==> config.mk <==
export PLATFORM = sky130hd
export DESIGN_NAME = complementary_tilt_filter_top
export DESIGN_NICKNAME = d
export VERILOG_FILES = /design/src/hdl/ctf_pkg.sv /design/src/hdl/ctf_mul.sv /design/src/hdl/ctf_cordic.sv /design/src/hdl/ctf_wrap.sv /design/src/hdl/complementary_tilt_filter_top.sv
export SDC_FILE = /design/constraint.sdc
export NUM_CORES = 2
export LEC_CHECK = 0
export BUFFER_PORTS_ARGS = -buffer_cell sky130_fd_sc_hd__clkbuf_2
export CORE_AREA = 3 3 343 345
export DETAILED_ROUTE_END_ITERATION = 8
export DIE_AREA = 0 0 346 348
export PLACE_DENSITY = 0.79
export RECOVER_POWER = 100
export SLEW_MARGIN = 20
export SYNTH_ARGS = -nofsm -noshare
export SYNTH_HDL_FRONTEND = slang
export SYNTH_SLANG_ARGS = --single-unit
==> constraint.sdc <==
create_clock -name clk_i -period 13.1 [get_ports clk_i]
set_input_delay 2.62 -clock clk_i [delete_from_list [all_inputs] [get_ports clk_i]]
set_output_delay 2.62 -clock clk_i [all_outputs]
set_load 0.05 [all_outputs]
==> src/hdl/ctf_pkg.sv <==
// Shared constants, types and tables of the complementary tilt filter.
// No dependencies; imported by every module of the block.
package ctf_pkg;

  // Sample, register and angle widths
  localparam int unsigned SAMPLE_W   = 16;
  localparam int unsigned SUM_W      = SAMPLE_W + 2;
  localparam int unsigned ANGLE_W    = 25;
  localparam int unsigned DZ_W       = 15;
  localparam int unsigned GAIN_W     = 16;
  localparam int unsigned WEIGHT_W   = 17;
  localparam int unsigned FORCE_W    = 17;

  // Configuration port
  localparam int unsigned CFG_IDX_W  = 3;
  localparam int unsigned CFG_DATA_W = 17;
  localparam logic [CFG_IDX_W-1:0] CFG_DZ_PITCH   = 3'd0;
  localparam logic [CFG_IDX_W-1:0] CFG_DZ_ROLL    = 3'd1;
  localparam logic [CFG_IDX_W-1:0] CFG_GYRO_GAIN  = 3'd2;
  localparam logic [CFG_IDX_W-1:0] CFG_ACC_WEIGHT = 3'd3;
  localparam logic [CFG_IDX_W-1:0] CFG_FORCE_LOW  = 3'd4;
  localparam logic [CFG_IDX_W-1:0] CFG_FORCE_HIGH = 3'd5;

  // Register reset values
  localparam logic [DZ_W-1:0]     RST_DZ_PITCH   = 15'd10;
  localparam logic [DZ_W-1:0]     RST_DZ_ROLL    = 15'd25;
  localparam logic [GAIN_W-1:0]   RST_GYRO_GAIN  = 16'd152;
  localparam logic [WEIGHT_W-1:0] RST_ACC_WEIGHT = 17'd1311;
  localparam logic [FORCE_W-1:0]  RST_FORCE_LOW  = 17'd8192;
  localparam logic [FORCE_W-1:0]  RST_FORCE_HIGH = 17'd32768;

  // Angle format
  localparam int unsigned ANGLE_FRAC_BITS = 16;
  localparam int unsigned WEIGHT_FRAC     = 16;
  localparam logic [WEIGHT_W-1:0] WEIGHT_ONE = 17'd65536;

  // Working precision of the integration and blend
  localparam int unsigned WORK_W  = 35;
  localparam int unsigned MUL_B_W = 18;
  localparam int unsigned PROD_W  = WORK_W + MUL_B_W;
  localparam longint      BLEND_RND = longint'(1) << (WEIGHT_FRAC - 1);

  // CORDIC
  localparam int unsigned CORDIC_STEPS  = 16;
  localparam int unsigned TAB_LEN       = 24;
  localparam int unsigned TAB_FRAC      = 20;
  localparam int unsigned COR_RUN       = (CORDIC_STEPS > TAB_LEN) ? TAB_LEN : CORDIC_STEPS;
  localparam int unsigned STEP_W        = 5;
  localparam int unsigned COR_SCALE     = 14;
  localparam int unsigned COR_W         = SAMPLE_W + COR_SCALE + 3;
  localparam int unsigned ACC_W         = 29;
  localparam int unsigned RND_SH        = TAB_FRAC - ANGLE_FRAC_BITS;
  localparam longint      RND_HALF      = (RND_SH == 0) ? 0 : (longint'(1) << (RND_SH - 1));
  localparam longint      ACC_QUARTER   = longint'(90) << TAB_FRAC;

  // Wrap into [-180, 180): full turn is 45 << (ANGLE_FRAC_BITS + 3)
  localparam int unsigned WRAP_SH    = ANGLE_FRAC_BITS + 3;
  localparam longint      WRAP_FULL  = longint'(45) << WRAP_SH;
  localparam longint      WRAP_HALF  = longint'(45) << (WRAP_SH - 1);
  localparam longint      WRAP_BIAS  = WRAP_HALF + 93 * WRAP_FULL;
  localparam int unsigned U_W        = 33;
  localparam int unsigned N_W        = U_W - WRAP_SH;
  localparam int unsigned RECIP_SH   = 20;
  localparam int unsigned RECIP_W    = 15;
  localparam longint      RECIP_45   = ((longint'(1) << RECIP_SH) + 44) / 45;
  localparam int unsigned Q_W        = 8;

  // Request to the atan2 unit
  typedef struct packed {
    logic                       start;
    logic signed [SAMPLE_W-1:0] y;
    logic signed [SAMPLE_W-1:0] x;
  } cor_req_t;

  // atan(2^-i) in units of 2^-20 degree
  function automatic logic signed [ACC_W-1:0] atan_entry(input logic [STEP_W-1:0] idx);
    case (idx)
      5'd0:    return ACC_W'(47185920);
      5'd1:    return ACC_W'(27855475);
      5'd2:    return ACC_W'(14718068);
      5'd3:    return ACC_W'(7471121);
      5'd4:    return ACC_W'(3750058);
      5'd5:    return ACC_W'(1876857);
      5'd6:    return ACC_W'(938658);
      5'd7:    return ACC_W'(469357);
      5'd8:    return ACC_W'(234682);
      5'd9:    return ACC_W'(117342);
      5'd10:   return ACC_W'(58671);
      5'd11:   return ACC_W'(29335);
      5'd12:   return ACC_W'(14668);
      5'd13:   return ACC_W'(7334);
      5'd14:   return ACC_W'(3667);
      5'd15:   return ACC_W'(1833);
      5'd16:   return ACC_W'(917);
      5'd17:   return ACC_W'(458);
      5'd18:   return ACC_W'(229);
      5'd19:   return ACC_W'(115);
      5'd20:   return ACC_W'(57);
      5'd21:   return ACC_W'(29);
      5'd22:   return ACC_W'(14);
      5'd23:   return ACC_W'(7);
      default: return '0;
    endcase
  endfunction

  // Magnitude of a raw sample, one bit wider
  function automatic logic [SAMPLE_W:0] mag_of(input logic signed [SAMPLE_W-1:0] v);
    logic signed [SAMPLE_W:0] e;
    e = (SAMPLE_W + 1)'(v);
    return v[SAMPLE_W-1] ? unsigned'(-e) : unsigned'(e);
  endfunction

endpackage

==> src/hdl/ctf_mul.sv <==
// Shared signed multiplier with registered product.
// Depends on ctf_pkg for operand widths.
module ctf_mul (
  input  logic                               clk_i,
  input  logic                               en_i,
  input  logic signed [ctf_pkg::WORK_W-1:0]  a_i,
  input  logic signed [ctf_pkg::MUL_B_W-1:0] b_i,
  output logic signed [ctf_pkg::PROD_W-1:0]  prod_o
);
  import ctf_pkg::*;

  logic signed [PROD_W-1:0] prod_q;

  // Capture the product when a transaction of the sequencer issues one
  always_ff @(posedge clk_i) begin
    if (en_i) begin
      prod_q <= PROD_W'(a_i) * PROD_W'(b_i);
    end
  end

  assign prod_o = prod_q;

endmodule

==> src/hdl/ctf_cordic.sv <==
// Iterative vectoring CORDIC giving atan2(y, x) in degrees, one step a cycle.
// Depends on ctf_pkg for the arctangent table and widths.
module ctf_cordic (
  input  logic                               clk_i,
  input  logic                               rst_ni,
  input  ctf_pkg::cor_req_t                  req_i,
  output logic                               done_o,
  output logic signed [ctf_pkg::ANGLE_W-1:0] angle_o
);
  import ctf_pkg::*;

  logic signed [COR_W-1:0] x_q, x_d, y_q, y_d;
  logic signed [ACC_W-1:0] acc_q, acc_d;
  logic [STEP_W-1:0]       cnt_q, cnt_d;
  logic                    run_q, run_d;
  logic                    done_q, done_d;

  logic signed [COR_W-1:0] xs, ys, sx, sy;
  logic signed [ACC_W-1:0] tab;
  logic signed [ACC_W-1:0] rnd;
  logic                    zero;

  // Load, pre-rotate into the right half plane, or iterate
  always_comb begin
    xs   = COR_W'(req_i.x) <<< COR_SCALE;
    ys   = COR_W'(req_i.y) <<< COR_SCALE;
    zero = (req_i.x == '0) && (req_i.y == '0);
    sx   = x_q >>> cnt_q;
    sy   = y_q >>> cnt_q;
    tab  = atan_entry(cnt_q);

    x_d    = x_q;
    y_d    = y_q;
    acc_d  = acc_q;
    cnt_d  = cnt_q;
    run_d  = run_q;
    // Hold the done flag until the next start
    done_d = done_q;

    if (req_i.start) begin
      cnt_d  = '0;
      run_d  = !zero;
      done_d = zero;
      if (zero) begin
        x_d   = '0;
        y_d   = '0;
        acc_d = '0;
      end else if (xs[COR_W-1]) begin
        if (!ys[COR_W-1]) begin
          x_d   = ys;
          y_d   = -xs;
          acc_d = ACC_W'(ACC_QUARTER);
        end else begin
          x_d   = -ys;
          y_d   = xs;
          acc_d = -ACC_W'(ACC_QUARTER);
        end
      end else begin
        x_d   = xs;
        y_d   = ys;
        acc_d = '0;
      end
    end else if (run_q) begin
      if (!y_q[COR_W-1] && (y_q != '0)) begin
        x_d   = x_q + sy;
        y_d   = y_q - sx;
        acc_d = acc_q + tab;
      end else begin
        x_d   = x_q - sy;
        y_d   = y_q + sx;
        acc_d = acc_q - tab;
      end
      cnt_d = cnt_q + STEP_W'(1);
      if (cnt_q == STEP_W'(COR_RUN - 1)) begin
        run_d  = 1'b0;
        done_d = 1'b1;
      end
    end
  end

  // Hold the datapath
  always_ff @(posedge clk_i) begin
    x_q   <= x_d;
    y_q   <= y_d;
    acc_q <= acc_d;
  end

  // Step counter and handshake flags
  always_ff @(posedge clk_i or negedge rst_ni) begin
    if (!rst_ni) begin
      cnt_q  <= '0;
      run_q  <= 1'b0;
      done_q <= 1'b0;
    end else begin
      cnt_q  <= cnt_d;
      run_q  <= run_d;
      done_q <= done_d;
    end
  end

  // Round the accumulated angle to the output format
  assign rnd     = (acc_q + ACC_W'(RND_HALF)) >>> RND_SH;
  assign angle_o = ANGLE_W'(rnd);
  assign done_o  = done_q;

endmodule

==> src/hdl/ctf_wrap.sv <==
// Two-stage wrap of an unwrapped angle into [-180, 180) degrees.
// Depends on ctf_pkg; the modulo is a reciprocal multiply by 1/45 after a shift.
module ctf_wrap (
  input  logic                               clk_i,
  input  logic                               load_i,
  input  logic signed [ctf_pkg::WORK_W-1:0]  a_i,
  output logic signed [ctf_pkg::ANGLE_W-1:0] res_o
);
  import ctf_pkg::*;

  logic signed [WORK_W-1:0]    biased;
  logic [U_W-1:0]              u_d, u_q;
  logic [N_W-1:0]              turns_n;
  logic [N_W+RECIP_W-1:0]      q_full;
  logic [Q_W-1:0]              q_d, q_q;
  logic [U_W-1:0]              q_turn;
  logic [U_W-1:0]              rem;
  logic signed [ANGLE_W:0]     centred;

  // Stage one: bias positive, estimate the number of whole turns
  always_comb begin
    biased  = a_i + WORK_W'(WRAP_BIAS);
    u_d     = biased[U_W-1:0];
    turns_n = u_d[U_W-1:WRAP_SH];
    q_full  = (N_W + RECIP_W)'(turns_n) * (N_W + RECIP_W)'(RECIP_45);
    q_d     = q_full[RECIP_SH +: Q_W];
  end

  always_ff @(posedge clk_i) begin
    if (load_i) begin
      u_q <= u_d;
      q_q <= q_d;
    end
  end

  // Stage two: remove the whole turns and recentre
  always_comb begin
    q_turn  = U_W'(q_q) * U_W'(WRAP_FULL);
    rem     = u_q - q_turn;
    centred = $signed({1'b0, rem[ANGLE_W-1:0]}) - (ANGLE_W + 1)'(WRAP_HALF);
  end

  assign res_o = centred[ANGLE_W-1:0];

endmodule

==> src/hdl/complementary_tilt_filter_top.sv <==
// Top level of the complementary tilt filter: sequencer, registers, state.
// Depends on ctf_pkg, ctf_mul, ctf_cordic and ctf_wrap.
//
//  channel | signals                                   | direction
//  --------+-------------------------------------------+----------
//  cfg     | cfg_valid_i cfg_ready_o cfg_index_i/data_i| in
//  in      | in_valid_i in_ready_o accel_x/y/z gyro_x/z| in
//  out     | out_valid_o out_ready_i pitch/roll/applied| out
//
// With accelerometer correction, the two atan2 evaluations run one after the
// other through the shared CORDIC, 16 iterations each.
// Reset clears the angles to zero and loads the register defaults.
// A new sample is taken once the previous result has moved to the output
// register; a stalled output holds only the final write-back.
module complementary_tilt_filter_top (
  input  logic                                  clk_i,
  input  logic                                  rst_ni,
  input  logic                                  cfg_valid_i,
  output logic                                  cfg_ready_o,
  input  logic [ctf_pkg::CFG_IDX_W-1:0]         cfg_index_i,
  input  logic [ctf_pkg::CFG_DATA_W-1:0]        cfg_data_i,
  input  logic                                  in_valid_i,
  output logic                                  in_ready_o,
  input  logic signed [ctf_pkg::SAMPLE_W-1:0]   accel_x_i,
  input  logic signed [ctf_pkg::SAMPLE_W-1:0]   accel_y_i,
  input  logic signed [ctf_pkg::SAMPLE_W-1:0]   accel_z_i,
  input  logic signed [ctf_pkg::SAMPLE_W-1:0]   gyro_x_i,
  input  logic signed [ctf_pkg::SAMPLE_W-1:0]   gyro_z_i,
  output logic                                  out_valid_o,
  input  logic                                  out_ready_i,
  output logic signed [ctf_pkg::ANGLE_W-1:0]    pitch_out_o,
  output logic signed [ctf_pkg::ANGLE_W-1:0]    roll_out_o,
  output logic                                  accel_applied_o
);
  import ctf_pkg::*;

  localparam int unsigned ST_W = 4;
  localparam logic [ST_W-1:0] ST_IDLE    = 4'd0;
  localparam logic [ST_W-1:0] ST_GAIN_P  = 4'd1;
  localparam logic [ST_W-1:0] ST_GAIN_R  = 4'd2;
  localparam logic [ST_W-1:0] ST_SUM_R   = 4'd3;
  localparam logic [ST_W-1:0] ST_COR_P   = 4'd4;
  localparam logic [ST_W-1:0] ST_BLEND_P = 4'd5;
  localparam logic [ST_W-1:0] ST_COR_R   = 4'd6;
  localparam logic [ST_W-1:0] ST_BLEND_R = 4'd7;
  localparam logic [ST_W-1:0] ST_WRAP_P1 = 4'd8;
  localparam logic [ST_W-1:0] ST_WRAP_P2 = 4'd9;
  localparam logic [ST_W-1:0] ST_WRAP_R2 = 4'd10;

  logic [ST_W-1:0] state_q, state_d;

  // Configuration registers
  logic [DZ_W-1:0]     dz_pitch_q, dz_roll_q;
  logic [GAIN_W-1:0]   gain_q;
  logic [WEIGHT_W-1:0] weight_q;
  logic [FORCE_W-1:0]  force_low_q, force_high_q;

  // Captured sample
  logic signed [SAMPLE_W-1:0] ax_q, ay_q, az_q, gx_q, gz_q;
  logic signed [SAMPLE_W-1:0] gx_d, gz_d;
  logic                       applied_q, applied_d;

  // Angles
  logic signed [ANGLE_W-1:0] pitch_q, pitch_d, roll_q, roll_d;
  logic signed [WORK_W-1:0]  work_p_q, work_p_d, work_r_q, work_r_d;

  // Output register
  logic                      out_valid_q, out_valid_d;
  logic signed [ANGLE_W-1:0] out_pitch_q, out_roll_q;
  logic                      out_applied_q;
  logic                      out_load;

  // Shared units
  logic                      mul_en;
  logic signed [WORK_W-1:0]  mul_a;
  logic signed [MUL_B_W-1:0] mul_b;
  logic signed [PROD_W-1:0]  prod;
  logic signed [WORK_W-1:0]  blend_step;
  logic signed [MUL_B_W-1:0] weight_eff;
  cor_req_t                  cor_req;
  logic                      cor_done;
  logic signed [ANGLE_W-1:0] cor_angle;
  logic                      wrap_load;
  logic signed [WORK_W-1:0]  wrap_a;
  logic signed [ANGLE_W-1:0] wrap_res;

  logic [SUM_W-1:0] force_sum;
  logic             in_fire;

  assign in_fire     = in_valid_i && in_ready_o;
  assign in_ready_o  = (state_q == ST_IDLE);
  assign cfg_ready_o = 1'b1;

  // Configuration writes; indexes beyond the list are dropped
  always_ff @(posedge clk_i or negedge rst_ni) begin
    if (!rst_ni) begin
      dz_pitch_q   <= RST_DZ_PITCH;
      dz_roll_q    <= RST_DZ_ROLL;
      gain_q       <= RST_GYRO_GAIN;
      weight_q     <= RST_ACC_WEIGHT;
      force_low_q  <= RST_FORCE_LOW;
      force_high_q <= RST_FORCE_HIGH;
    end else if (cfg_valid_i) begin
      case (cfg_index_i)
        CFG_DZ_PITCH:   dz_pitch_q   <= cfg_data_i[DZ_W-1:0];
        CFG_DZ_ROLL:    dz_roll_q    <= cfg_data_i[DZ_W-1:0];
        CFG_GYRO_GAIN:  gain_q       <= cfg_data_i[GAIN_W-1:0];
        CFG_ACC_WEIGHT: weight_q     <= cfg_data_i[WEIGHT_W-1:0];
        CFG_FORCE_LOW:  force_low_q  <= cfg_data_i[FORCE_W-1:0];
        CFG_FORCE_HIGH: force_high_q <= cfg_data_i[FORCE_W-1:0];
        default: ;
      endcase
    end
  end

  // Deadzone each gyro rate on capture
  always_comb begin
    gx_d = (mag_of(gyro_x_i) < {2'b00, dz_pitch_q}) ? '0 : gyro_x_i;
    gz_d = (mag_of(gyro_z_i) < {2'b00, dz_roll_q})  ? '0 : gyro_z_i;
  end

  always_ff @(posedge clk_i) begin
    if (in_fire) begin
      ax_q <= accel_x_i;
      ay_q <= accel_y_i;
      az_q <= accel_z_i;
      gx_q <= gx_d;
      gz_q <= gz_d;
    end
  end

  // Acceleration L1 magnitude and the correction weight, clamped to one
  assign force_sum = SUM_W'(mag_of(ax_q)) + SUM_W'(mag_of(ay_q)) + SUM_W'(mag_of(az_q));
  assign weight_eff = (weight_q > WEIGHT_ONE) ? MUL_B_W'(WEIGHT_ONE)
                                              : $signed({1'b0, weight_q});

  // Rounded blend increment from the registered product
  assign blend_step = WORK_W'((prod + PROD_W'(BLEND_RND)) >>> WEIGHT_FRAC);

  // Sequencer
  always_comb begin
    state_d     = state_q;
    applied_d   = applied_q;
    work_p_d    = work_p_q;
    work_r_d    = work_r_q;
    pitch_d     = pitch_q;
    roll_d      = roll_q;
    mul_en      = 1'b0;
    mul_a       = WORK_W'(gx_q);
    mul_b       = $signed({2'b00, gain_q});
    cor_req     = '{start: 1'b0, y: ay_q, x: az_q};
    wrap_load   = 1'b0;
    wrap_a      = work_p_q;
    out_load    = 1'b0;

    case (state_q)
      ST_IDLE: begin
        if (in_fire) begin
          state_d = ST_GAIN_P;
        end
      end
      ST_GAIN_P: begin
        mul_en    = 1'b1;
        applied_d = (force_sum > {1'b0, force_low_q}) && (force_sum < {1'b0, force_high_q});
        state_d   = ST_GAIN_R;
      end
      ST_GAIN_R: begin
        work_p_d = WORK_W'(pitch_q) + WORK_W'(prod);
        mul_en   = 1'b1;
        mul_a    = WORK_W'(gz_q);
        state_d  = ST_SUM_R;
      end
      ST_SUM_R: begin
        work_r_d      = WORK_W'(roll_q) - WORK_W'(prod);
        cor_req.start = applied_q;
        state_d       = applied_q ? ST_COR_P : ST_WRAP_P1;
      end
      ST_COR_P: begin
        // Issue the pitch blend and start the roll atan2 together
        if (cor_done) begin
          mul_en        = 1'b1;
          mul_a         = WORK_W'(cor_angle) - work_p_q;
          mul_b         = weight_eff;
          cor_req.start = 1'b1;
          cor_req.y     = ax_q;
          state_d       = ST_BLEND_P;
        end
      end
      ST_BLEND_P: begin
        work_p_d = work_p_q + blend_step;
        state_d  = ST_COR_R;
      end
      ST_COR_R: begin
        if (cor_done) begin
          mul_en  = 1'b1;
          mul_a   = WORK_W'(cor_angle) - work_r_q;
          mul_b   = weight_eff;
          state_d = ST_BLEND_R;
        end
      end
      ST_BLEND_R: begin
        work_r_d = work_r_q + blend_step;
        state_d  = ST_WRAP_P1;
      end
      ST_WRAP_P1: begin
        wrap_load = 1'b1;
        state_d   = ST_WRAP_P2;
      end
      ST_WRAP_P2: begin
        pitch_d   = wrap_res;
        wrap_load = 1'b1;
        wrap_a    = work_r_q;
        state_d   = ST_WRAP_R2;
      end
      ST_WRAP_R2: begin
        // Hold until the output register is free
        if (!out_valid_q || out_ready_i) begin
          roll_d   = wrap_res;
          out_load = 1'b1;
          state_d  = ST_IDLE;
        end
      end
      default: begin
        state_d = ST_IDLE;
      end
    endcase
  end

  // Output valid: set on load, drop once the transaction completes
  always_comb begin
    out_valid_d = out_valid_q;
    if (out_valid_q && out_ready_i) begin
      out_valid_d = 1'b0;
    end
    if (out_load) begin
      out_valid_d = 1'b1;
    end
  end

  always_ff @(posedge clk_i or negedge rst_ni) begin
    if (!rst_ni) begin
      state_q     <= ST_IDLE;
      applied_q   <= 1'b0;
      pitch_q     <= '0;
      roll_q      <= '0;
      out_valid_q <= 1'b0;
    end else begin
      state_q     <= state_d;
      applied_q   <= applied_d;
      pitch_q     <= pitch_d;
      roll_q      <= roll_d;
      out_valid_q <= out_valid_d;
    end
  end

  // Working angles and output payload
  always_ff @(posedge clk_i) begin
    work_p_q <= work_p_d;
    work_r_q <= work_r_d;
    if (out_load) begin
      out_pitch_q   <= pitch_q;
      out_roll_q    <= wrap_res;
      out_applied_q <= applied_q;
    end
  end

  ctf_mul u_mul (
    .clk_i  (clk_i),
    .en_i   (mul_en),
    .a_i    (mul_a),
    .b_i    (mul_b),
    .prod_o (prod)
  );

  ctf_cordic u_cordic (
    .clk_i   (clk_i),
    .rst_ni  (rst_ni),
    .req_i   (cor_req),
    .done_o  (cor_done),
    .angle_o (cor_angle)
  );

  ctf_wrap u_wrap (
    .clk_i  (clk_i),
    .load_i (wrap_load),
    .a_i    (wrap_a),
    .res_o  (wrap_res)
  );

  assign out_valid_o     = out_valid_q;
  assign pitch_out_o     = out_pitch_q;
  assign roll_out_o      = out_roll_q;
  assign accel_applied_o = out_applied_q;

endmodule

==> impl_metrics.toml <==
[floorplan]
start_util_pct = 62.2
core-area_um2 = 115000
dieArea_um2 = 120000
die_x_um = 346
die_h_um = 348
ios = 159
rows = 124

[layout]
multi_input_area_um2 = 50900
synthToLayoutAreaGrowth_pct = 6.59
fin_nets = 9357
design_area_um2 = 75900
num-fill-cells = 9294
layout_common_cells = "1,052 x inv_1, 810 x nand2_1, 638 x ha_1, 619 x fa_1, 597 x nor2_1"
regArea_um2 = 15400
drive_gt1_share_pct = 6.96
finish.utilization_pct = 66.3
final_common_cell = "inv_1"

[route]
num_vias = 60900
drt_iter0_drc = 5859
via_per_inst = 6.37
final_antenna_net_count = 0
drt_pass1_iterations = 8
wl_per_cell_um = 23.3
drc = 0
routed_wirelength_um = 223000

[timing]
hold_viol = 0
fin_hold_ws_ns = 0.494
clock.fmax_ghz = 0.0814
drv_slew = 1006
fin_tns_setup_ns = 0
grt_setup_unrepaired = "false"
setup_viol = 0
finClkSkew_ns = 0.0272
fin_crit_sh_pct = 93.8
worst_slew_pin_slew_ns = 5.62
relSlewSlack_pct = -275
layout_min_cycle_time_ns = 12.29

[clocking]
cts_max_level = 3
cts.sinks = 538
numCtsBuffers = 66
ctsHoldBuffers = 0
clock_latency_ns = 0.64
post_cts_resized = 0
clockBufferDepth = 3
clkTransAtPathRegs_ns = 0.06
cts-root-buf = "clkbuf_16"
post_cts.repair.setup_buffers = 0
cts_tree = "done"

[worst_setup_path]
worst-r2r-setup-slack_ns = 0.81
critPathRequiredTime_ns = 13.49
crit_type = "reg2reg"
critPathMaxStageDelay_ns = 2.05
critPathBufInv = 3
crit_top_cell = "fa_1"
cp_max_fo = 20
cp_data_arrival_time_ns = 12.68
crit_family = "compound AO/OA/AOI/OAI gates"
cp_slowest_cell = "nor3_1"
crit_path_end_kind = "flop"
startpoint_type = "flop"

[placed_design]
placedInstanceArea_um2 = 73800
gp_congestion = 1.04
dp_hpwl_um = 177000
io_buffers = 157

[outcome]
outcome = "finished with violations"
violations = "max-capacitance violations, max-slew violations"

[global_route]
grt_pass1_wl_um = 345000
antenna_found_initial = 4
gr-total-overflow = 0
grt_pass1_vias = 60300
grt_use_total_pct = 36.7
grt_max_degree = 100

[logic_synthesis]
syn_area_um2 = 71200
ys.flop_type = "edfxtp_1"
syn_area_per_cell_um2 = 8.98
synth.distinct_cells = 101
yosysSeqAreaShare_pct = 21.6
syn-instance-count = 7931
async_flop_share_pct = 29.7
synth_edf_count = 378
ys_ff_latch = 538
yosys_warnings = 0

[hold_path]
hp-class = "reg2reg"

[job]
max-cap-violations = 20
-- registers in the layout, indices dropped and copies added, names as in the netlist, 17 cells and up --
register	cells
force_high_q	17
force_low_q	17
pitch_out_o	25
pitch_q	25
roll_out_o	25
roll_q	25
u_cordic.acc_q	29
u_cordic.x_q	33
u_cordic.y_q	33
u_mul.prod_o	51
u_wrap.u_q	25
weight_q	17
work_p_q	35
work_r_q	35
-- cell type report --
class	count	share of cell area [%]
Clock buffer	82	2.39
Tap cell	1512	2.49
Sequential cell	538	20.3
Timing Repair Buffer	263	1.88
Inverter	1056	5.22
Antenna cell	2	0.00660
Clock inverter	38	0.673
Multi-Input combinational cell	6070	67.1
-- stage by stage --
| step | std cells | worst slack [ns] |
|---|---|---|
| 2_1_floorplan | 7932 | 3.07 |
| 3_3_place_gp | 9436 | 1.67 |
| 3_5_place_dp | 9437 | 1.55 |
| 4_1_cts | 9557 | 1.49 |
| 5_1_grt | 9560 | 0.469 |
| 6_report | 9561 | 0.811 |
-- worst paths after layout --
path                                              from                             to  cells past startpoint
worst max-delay path            state_q[3]$_DFFE_PN0P_     u_mul.prod_o[50]$_DFFE_PP_                     25
worst min-delay path            pitch_q[1]$_DFFE_PN0P_       pitch_out_o[1]$_DFFE_PP_                      0
worst max register to register  state_q[3]$_DFFE_PN0P_     u_mul.prod_o[50]$_DFFE_PP_                     25
worst min register to register  pitch_q[1]$_DFFE_PN0P_       pitch_out_o[1]$_DFFE_PP_                      0
max in group asynchronous                       rst_ni  u_cordic.cnt_q[0]$_DFFE_PN0P_                      2
min in group asynchronous                       rst_ni    force_high_q[1]$_DFFE_PN0P_                      1
-- logic make-up after synthesis --
logic type                 count (synthesis)  synth area share, %
adders and majority gates               1257                 28.6
and+or+nand+nor                         2243                 14.7
xor gates and xnor gates                 605                 7.44
muxes                                    262                 5.33
AOI/OAI and AO/OA                       1700                 15.2
other                                      2               0.0105
DFF                                      538                 21.6
buffers and inverters                   1324                 7.10
-- synthesized netlist by cell type, types with 17 or more instances --
cell / number / area, um2
nand4_1: 52 / 325
o211ai_1: 32 / 240
or3_1: 52 / 325
o22ai_1: 44 / 275
fa_1: 619 / 12400
a21o_1: 201 / 1510
nor4_1: 28 / 175
nor2_1: 604 / 2270
ha_1: 638 / 7980
a22o_1: 21 / 184
nand2b_1: 138 / 863
mux2_2: 102 / 1150
xor2_1: 204 / 1790
o21bai_1: 44 / 330
and3_1: 55 / 344
o31ai_1: 48 / 360
mux2i_1: 77 / 771
o21a_1: 73 / 548
nand2_1: 810 / 3040
o21ai_0: 421 / 2110
dfstp_2: 17 / 447
nand3_1: 112 / 561
and2_1: 70 / 438
or2_2: 24 / 150
nor3_1: 109 / 546
mux4_2: 81 / 1820
a21oi_1: 430 / 2150
nor2b_1: 100 / 626
a22oi_1: 25 / 188
inv_1: 1052 / 3950
buf_1: 36 / 135
o31a_1: 18 / 158
a31oi_1: 61 / 382
dfrtp_1: 143 / 3580
edfxtp_1: 378 / 11400
a211oi_1: 60 / 450
xnor2_1: 401 / 3510
clkbuf_1: 206 / 773
-- worst register-to-register path: stages, from the launching register on --
cell and delay [ns]:
dfrtp_1 0.65, nand2b_1 0.36, nor3_1 2.05, a221oi_1 0.74
o21ai_2 0.98, nand2_1 0.21, fa_1 0.57, inv_1 0.05
fa_1 0.46, fa_1 0.49, inv_1 0.06, fa_1 0.53
fa_1 0.55, inv_1 0.05, fa_1 0.47, ha_1 0.39
a2111oi_0 0.60, and4b_1 0.26, o21ai_0 0.08, a31oi_1 0.39
o21ai_0 0.42, a22oi_1 0.70, nor3_1 0.17, o31a_1 0.35
a311oi_1 0.34, xnor2_1 0.12
-- per-layer routing --
metal | GRT usage [%] | wire, um | vias to the layer above
met1 | 47.0 | 84600 | 29500
met4 | 16.9 | 12200 | 8
met3 | 8.81 | 24500 | 742
li1 | - | - | 27300
met2 | 59.4 | 101000 | 3320
met5 | 0 | 63 | -
Power is not shown: default switching activity piles up to over one toggle a cycle in this logic, so the estimate is an artifact.
